## src/hdl/elp_pkg.sv

```systemverilog
// ----------------------------------------------------------------------------
// elp_pkg: shared types and constants of the ELM line predictor
// Table codes, sequencer states, fixed-point widths and the sigmoid knot
// table builder used by the predictor datapath and its sub-units.
// ----------------------------------------------------------------------------
package elp_pkg;

  // Model capacity and fixed-point formats.
  localparam int HIDDEN_MAX      = 64;
  localparam int HID_W           = $clog2(HIDDEN_MAX);
  localparam int N_FEAT          = 4;
  localparam int N_RES           = 6;
  localparam int IN_W_DEPTH      = HIDDEN_MAX * N_FEAT;
  localparam int IN_W_AW         = $clog2(IN_W_DEPTH);
  localparam int OUT_W_DEPTH     = HIDDEN_MAX * N_RES;
  localparam int OUT_W_AW        = $clog2(OUT_W_DEPTH);
  localparam int SIGMOID_ENTRIES = 1024;
  localparam int SIG_LOG2        = $clog2(SIGMOID_ENTRIES);
  localparam int KNOT_AW         = SIG_LOG2 + 1;
  localparam int KNOT_W          = 17;
  localparam int CFG_W           = 7;
  localparam int Q_ONE           = 65536;

  // Shared multiplier, accumulator and divider widths.
  localparam int MUL_W       = 33;
  localparam int PROD_W      = 2 * MUL_W;
  localparam int ACC_W       = 52;
  localparam int DIV_NUM_W   = 50;
  localparam int DIV_DEN_W   = 33;
  localparam int DIV_CNT_W   = $clog2(DIV_NUM_W);

  localparam longint unsigned EXP_NEG_ONE = 64'd1580030169;

  typedef logic signed [31:0] word_t;
  typedef logic [KNOT_W-1:0]  knot_t;
  typedef knot_t knot_tab_t [SIGMOID_ENTRIES+1];

  // Request kinds.
  typedef enum logic {
    REQ_LOAD    = 1'b0,
    REQ_PREDICT = 1'b1
  } req_t;

  // Table select codes for load items.
  typedef enum logic [2:0] {
    SEL_IN_W    = 3'd0,
    SEL_BIAS    = 3'd1,
    SEL_OUT_W   = 3'd2,
    SEL_FEAT_MIN = 3'd3,
    SEL_FEAT_MAX = 3'd4,
    SEL_RES_MIN = 3'd5,
    SEL_RES_MAX = 3'd6
  } sel_t;

  // Sequencer states.
  typedef enum logic [3:0] {
    ST_IDLE,
    ST_NORM_A,
    ST_NORM_W,
    ST_HID_MAC,
    ST_HID_DRAIN,
    ST_SIG_A,
    ST_SIG_B,
    ST_SIG_C,
    ST_SIG_D,
    ST_OUT_MAC,
    ST_OUT_DRAIN,
    ST_DEN_A,
    ST_DEN_B
  } state_t;

  // Saturate a wide signed value to 32 bits.
  function automatic word_t sat32(input logic signed [63:0] v);
    word_t r;
    if (v > 64'sh7FFF_FFFF) begin
      r = 32'sh7FFF_FFFF;
    end else if (v < -64'sh8000_0000) begin
      r = 32'sh8000_0000;
    end else begin
      r = v[31:0];
    end
    return r;
  endfunction

  // Unsigned 64-bit quotient by shift and subtract, used while building
  // the knot table.
  function automatic longint unsigned udiv64(input longint unsigned num,
                                             input longint unsigned dvs);
    longint unsigned q;
    logic [64:0] r;
    q = '0;
    r = '0;
    for (int b = 63; b >= 0; b--) begin
      r = {r[63:0], num[b]};
      if (r >= {1'b0, dvs}) begin
        r = r - {1'b0, dvs};
        q[b] = 1'b1;
      end
    end
    return q;
  endfunction

  // Sigmoid knots: exp(-t) from a Taylor series and powers of exp(-1),
  // then 1/(1+exp(-t)), mirrored for negative t. Evaluated at elaboration.
  function automatic knot_tab_t build_knots();
    knot_tab_t tab;
    longint t;
    longint acc;
    longint unsigned a, n, f, term, e, den, s;
    for (int i = 0; i <= SIGMOID_ENTRIES; i++) begin
      t = ((longint'(i) <<< 20) >>> SIG_LOG2) - 64'sd524288;
      a = (t < 0) ? unsigned'(-t) : unsigned'(t);
      n = a >> 16;
      f = (a & 64'hFFFF) << 16;
      term = 64'd1 << 32;
      acc = 64'sd1 <<< 32;
      for (int k = 1; k <= 14; k++) begin
        term = udiv64((term * f) >> 32, 64'(k));
        if (k[0]) begin
          acc = acc - longint'(term);
        end else begin
          acc = acc + longint'(term);
        end
      end
      if (acc < 0) begin
        acc = 0;
      end
      e = unsigned'(acc);
      for (longint unsigned j = 0; j < n; j++) begin
        e = (e * EXP_NEG_ONE) >> 32;
      end
      den = (64'd1 << 32) + e;
      s = udiv64((64'd1 << 48) + (den >> 1), den);
      tab[i] = (t < 0) ? knot_t'(64'd65536 - s) : knot_t'(s);
    end
    return tab;
  endfunction

endpackage

```

## src/hdl/elp_div.sv

```systemverilog
// ----------------------------------------------------------------------------
// elp_div: restoring divider, one quotient bit per cycle
// Unsigned magnitude divide used by feature normalization. The quotient is
// valid in the cycle that done is high.
// ----------------------------------------------------------------------------
module elp_div
  import elp_pkg::*;
(
  input  logic                          clk,
  input  logic                          rst,
  input  logic                          start,
  input  logic [elp_pkg::DIV_NUM_W-1:0] num,
  input  logic [elp_pkg::DIV_DEN_W-1:0] den,
  output logic                          done,
  output logic [elp_pkg::DIV_NUM_W-1:0] quot
);

  logic                 run;
  logic [DIV_CNT_W-1:0] cnt;
  logic [DIV_NUM_W-1:0] q;
  logic [DIV_DEN_W-1:0] rem;
  logic [DIV_DEN_W-1:0] dvs;
  logic [DIV_DEN_W:0]   rem_sh;
  logic                 ge;
  logic [DIV_DEN_W-1:0] rem_next;

  // One shift-and-subtract step.
  always_comb begin
    rem_sh   = {rem, q[DIV_NUM_W-1]};
    ge       = rem_sh >= {1'b0, dvs};
    rem_next = ge ? DIV_DEN_W'(rem_sh - {1'b0, dvs}) : rem_sh[DIV_DEN_W-1:0];
  end

  // Step control and done pulse.
  always_ff @(posedge clk) begin
    if (rst) begin
      run  <= 1'b0;
      done <= 1'b0;
      cnt  <= '0;
    end else begin
      done <= 1'b0;
      if (start) begin
        run <= 1'b1;
        cnt <= '0;
      end else if (run) begin
        cnt <= cnt + 1'b1;
        if (cnt == DIV_CNT_W'(DIV_NUM_W - 1)) begin
          run  <= 1'b0;
          done <= 1'b1;
        end
      end
    end
  end

  // Remainder and quotient shift register.
  always_ff @(posedge clk) begin
    if (start) begin
      q   <= num;
      dvs <= den;
      rem <= '0;
    end else if (run) begin
      q   <= {q[DIV_NUM_W-2:0], ge};
      rem <= rem_next;
    end
  end

  assign quot = q;

endmodule

```

## config.mk

```make
export PLATFORM = sky130hd
export DESIGN_NAME = elp_div
export DESIGN_NICKNAME = d
export VERILOG_FILES = /design/src/hdl/elp_pkg.sv /design/src/hdl/elp_div.sv
export SDC_FILE = /design/constraint.sdc
export NUM_CORES = 1
export LEC_CHECK = 0
export BUFFER_PORTS_ARGS = -buffer_cell sky130_fd_sc_hd__buf_2
export CAP_MARGIN = 25
export CELL_PAD_IN_SITES_DETAIL_PLACEMENT = 0
export CELL_PAD_IN_SITES_GLOBAL_PLACEMENT = 1
export CORE_ASPECT_RATIO = 0.6
export CORE_MARGIN = 2
export CORE_UTILIZATION = 43
export DETAILED_ROUTE_END_ITERATION = 10
export PLACE_DENSITY_LB_ADDON = 0.08
export SETUP_SLACK_MARGIN = 0.02
export SYNTH_ARGS = -nofsm -noshare
export SYNTH_HDL_FRONTEND = slang
export SYNTH_SLANG_ARGS = --single-unit
```

## constraint.sdc

```tcl
create_clock -name clk -period 3.52 [get_ports clk]
set_input_delay 0 -clock clk [delete_from_list [all_inputs] [get_ports clk]]
set_output_delay 0 -clock clk [all_outputs]
set_load 0.02 [all_outputs]
```

==> run metrics <==
Worst Setup End Kind=flop; Die Span Y=101 um; Max Cap Viol=0; worst path arrival time=3.62 ns; Worst EP required=roughly 3.8 ns; vias in the first global route=5227; R2R cell count=14; PortBufs=136; Synth Cell Area=slightly below 0.007 sq mm; wire length per cell=between 15 and 20 um; Synth Net Count=746; RSZ-0062 raised after global routing=false; clock period minus worst slack=3.36 ns; dominant cells by area after synthesis=edfxtp_1 (37%), dfxtp_1 (12%), mux2_2 (8.7%); crit path capture=rem[2]; Ant. Diodes=0; DRC=0; Root Buffer=clkbuf_16; Total GRT Usage=19.7%; Synth Register Bits=about 120; clock sinks=about 120; setup TNS=0 ns; Final period util=95.4%; # rows=35; Pre-Repair DR Iteration Count=5; pwr/cell area=516 mW/mm^2; post-route ant nets=0; final setup fails=0; clock-pin slew on the worst setup and hold paths=0.06 ns; Crit Path Max Fanout=17; highest clock rate=298 MHz; HP Start=den[22]; initial antenna violation count=0; synthesized instance count=624; Yosys top cell area share=36.9%; worst slew pin tran=about 0.75 ns; Hold WS=0.292 ns; Post-synth top cells=edfxtp_1 (83), nor2_1 (68), mux2_2 (52); Hold WC Path Type=in -> reg; Final Hold Viols=0; pin count of the biggest net entering global routing=63; Filler cells=1284; GRT Residual Overflow=0; Post-synth EDFFs=83; slew margin rel.=50.0%; Setup crit start=quot[49]; most common cell in the netlist=edfxtp_1; crit path launch type=flop; reg-to-reg endpoint=rem[2]; FFs w/ async S/R, synth=0%; r2r setup slk=around 0.16 ns; sequential area share after synthesis=between 40% and 50%; Clock Skews=0.00902 ns; worst setup path category=reg -> reg; Die X=roughly 170 um; most common flop cell mapped by yosys=edfxtp_1; Synth cell types=55; cell taking the most area after synthesis=edfxtp_1; storage element area=between 0.003 and 0.004 sq mm; Via Count=between 5000 and 6000; first-pass GRT wire length=26.2 mm; Final nets=a little under 1000; vias per cell=5.13; drt first-iter violations=290; area of the multi-input gates=0.00314 sq mm; area delta synth->final=35.1%; CTS tree=done; reg2reg start=quot[49]; Leak=between 4 and 5 nW; clock latency on the worst-skew pair=0.42 ns; YS warnings=0; Final Wtd Congestion=0.878; Final Max Tran Viols=0; Detail Placement HPWL=11.1 mm; Avg Synthesized Cell Area=10.8 sq um; clock buffer depth=2; status=finished, final reports clean; H-tree Lvls=4; TritonCTS buffer count=17; Peak VDD IR=approximately 0.33 mV; Routed WL=between 15 and 20 mm; die area=0.0168 sq mm; Starting Density=43.9%; Core Box Area=approximately 0.015 sq mm; fraction of layout instances using a drive strength above 1=28.6%; Design Power=between 4 and 5 mW; Top Ports=137
## state kept, by name, summed over array words and instances, names as in the netlist
| name | cells |
|---|---|
| dvs | 33 |
| run | 1 |
| quot | 50 |
| rem | 33 |
| done | 1 |
| cnt | 6 |
## critical path: stages (launching register included)
cell      delay, ns
edfxtp_1       0.38
inv_1          0.07
ha_1           0.18
inv_1          0.06
fa_1           0.41
a21o_1         0.23
a221oi_2       0.27
or3_4          0.18
a31oi_2        0.09
a221o_2        0.41
a21oi_4        0.20
buf_12         0.18
mux2_2         0.34
mux2i_1        0.15
nor2_1         0.06
## placed cells by master, fill, tap and decap left out, types with 5 or more instances in the layout
cell / netlist / layout
buf_2: 4 / 135
a211oi_1: 29 / 29
buf_4: 3 / 14
xnor2_1: 9 / 9
nor3_1: 8 / 8
a21oi_1: 44 / 44
dlygate4sd3_1: 0 / 84
xor2_1: 18 / 18
dfxtp_1: 41 / 40
ha_1: 35 / 35
and3_1: 8 / 8
clkbuf_16: 0 / 17
nand4_1: 6 / 6
nor2_1: 68 / 68
o21a_1: 7 / 7
inv_1: 39 / 39
nand3_1: 11 / 11
edfxtp_1: 83 / 83
o21ai_0: 13 / 13
nand2_1: 25 / 25
mux2_2: 52 / 52
a21o_1: 24 / 24
o21bai_1: 5 / 5
mux2i_1: 15 / 15
## layout make-up
| class | instances | area share (%) |
|---|---|---|
| repair buffers | 235 | 18.1 |
| flip-flops and latches | 124 | 36.3 |
| clock inverters | 14 | 2.02 |
| well taps | 203 | 2.78 |
| inverters | 39 | 1.60 |
| multi-input cells | 428 | 34.4 |
| clock buffers | 18 | 4.70 |
## where the power goes
group          switching [mW]  internal (mW)  total (mW)
Clock                   0.707           1.13        1.84
Combinational           0.586          0.495        1.08
Sequential             0.0808           1.71        1.79
## worst min-delay path by stage
stage	to	depth (start not counted)
finish	dvs[22]	2
global route	dvs[3]	2
CTS	dvs[15]	2
detailed placement	run	2
global placement	run	2
floorplan	run	1
## kinds of logic after synthesis
kind of cell | Yosys count | share of synthesized area, %
muxes | 67 | 10.9
and+or+nand+nor | 146 | 9.88
adders and majority gates | 36 | 6.78
DFF | 124 | 49.1
buffers and inverters | 72 | 4.58
xor gates and xnor gates | 27 | 3.50
AOI/OAI and AO/OA | 152 | 15.3
## layer usage
layer	up-vias	global-route usage [%]	share of wire, %
met2	114	28.2	42
li1	2746	-	-
met3	12	5.18	4.2
met4	0	5.15	0.89
met1	2567	29.3	53
met5	-	0	0
## repair_timing
action / 4_1_cts / 5_1_grt
endpoints found under the setup margin: 1 / 15
endpoints found under the hold margin: 91 / 0
gates resized for setup: 0 / 2
hold buffers: 84 / 0
setup buffers: 1 / 1
pin swaps: 1 / 3
## per-stage QoR
step           instance area [sq um]  utilization [%]  std cells  worst slack [ns]
5_1_grt                         9120             59.3       1061            0.0110
3_3_place_gp                    7640             49.7        943             0.197
4_1_cts                         9110             59.2       1060            0.0955
2_1_floorplan                   6750                -        624             0.185
3_5_place_dp                    7640             49.7        943            0.0357
6_report                        9120             59.3       1061             0.163
(Power assumes the default switching activity.)
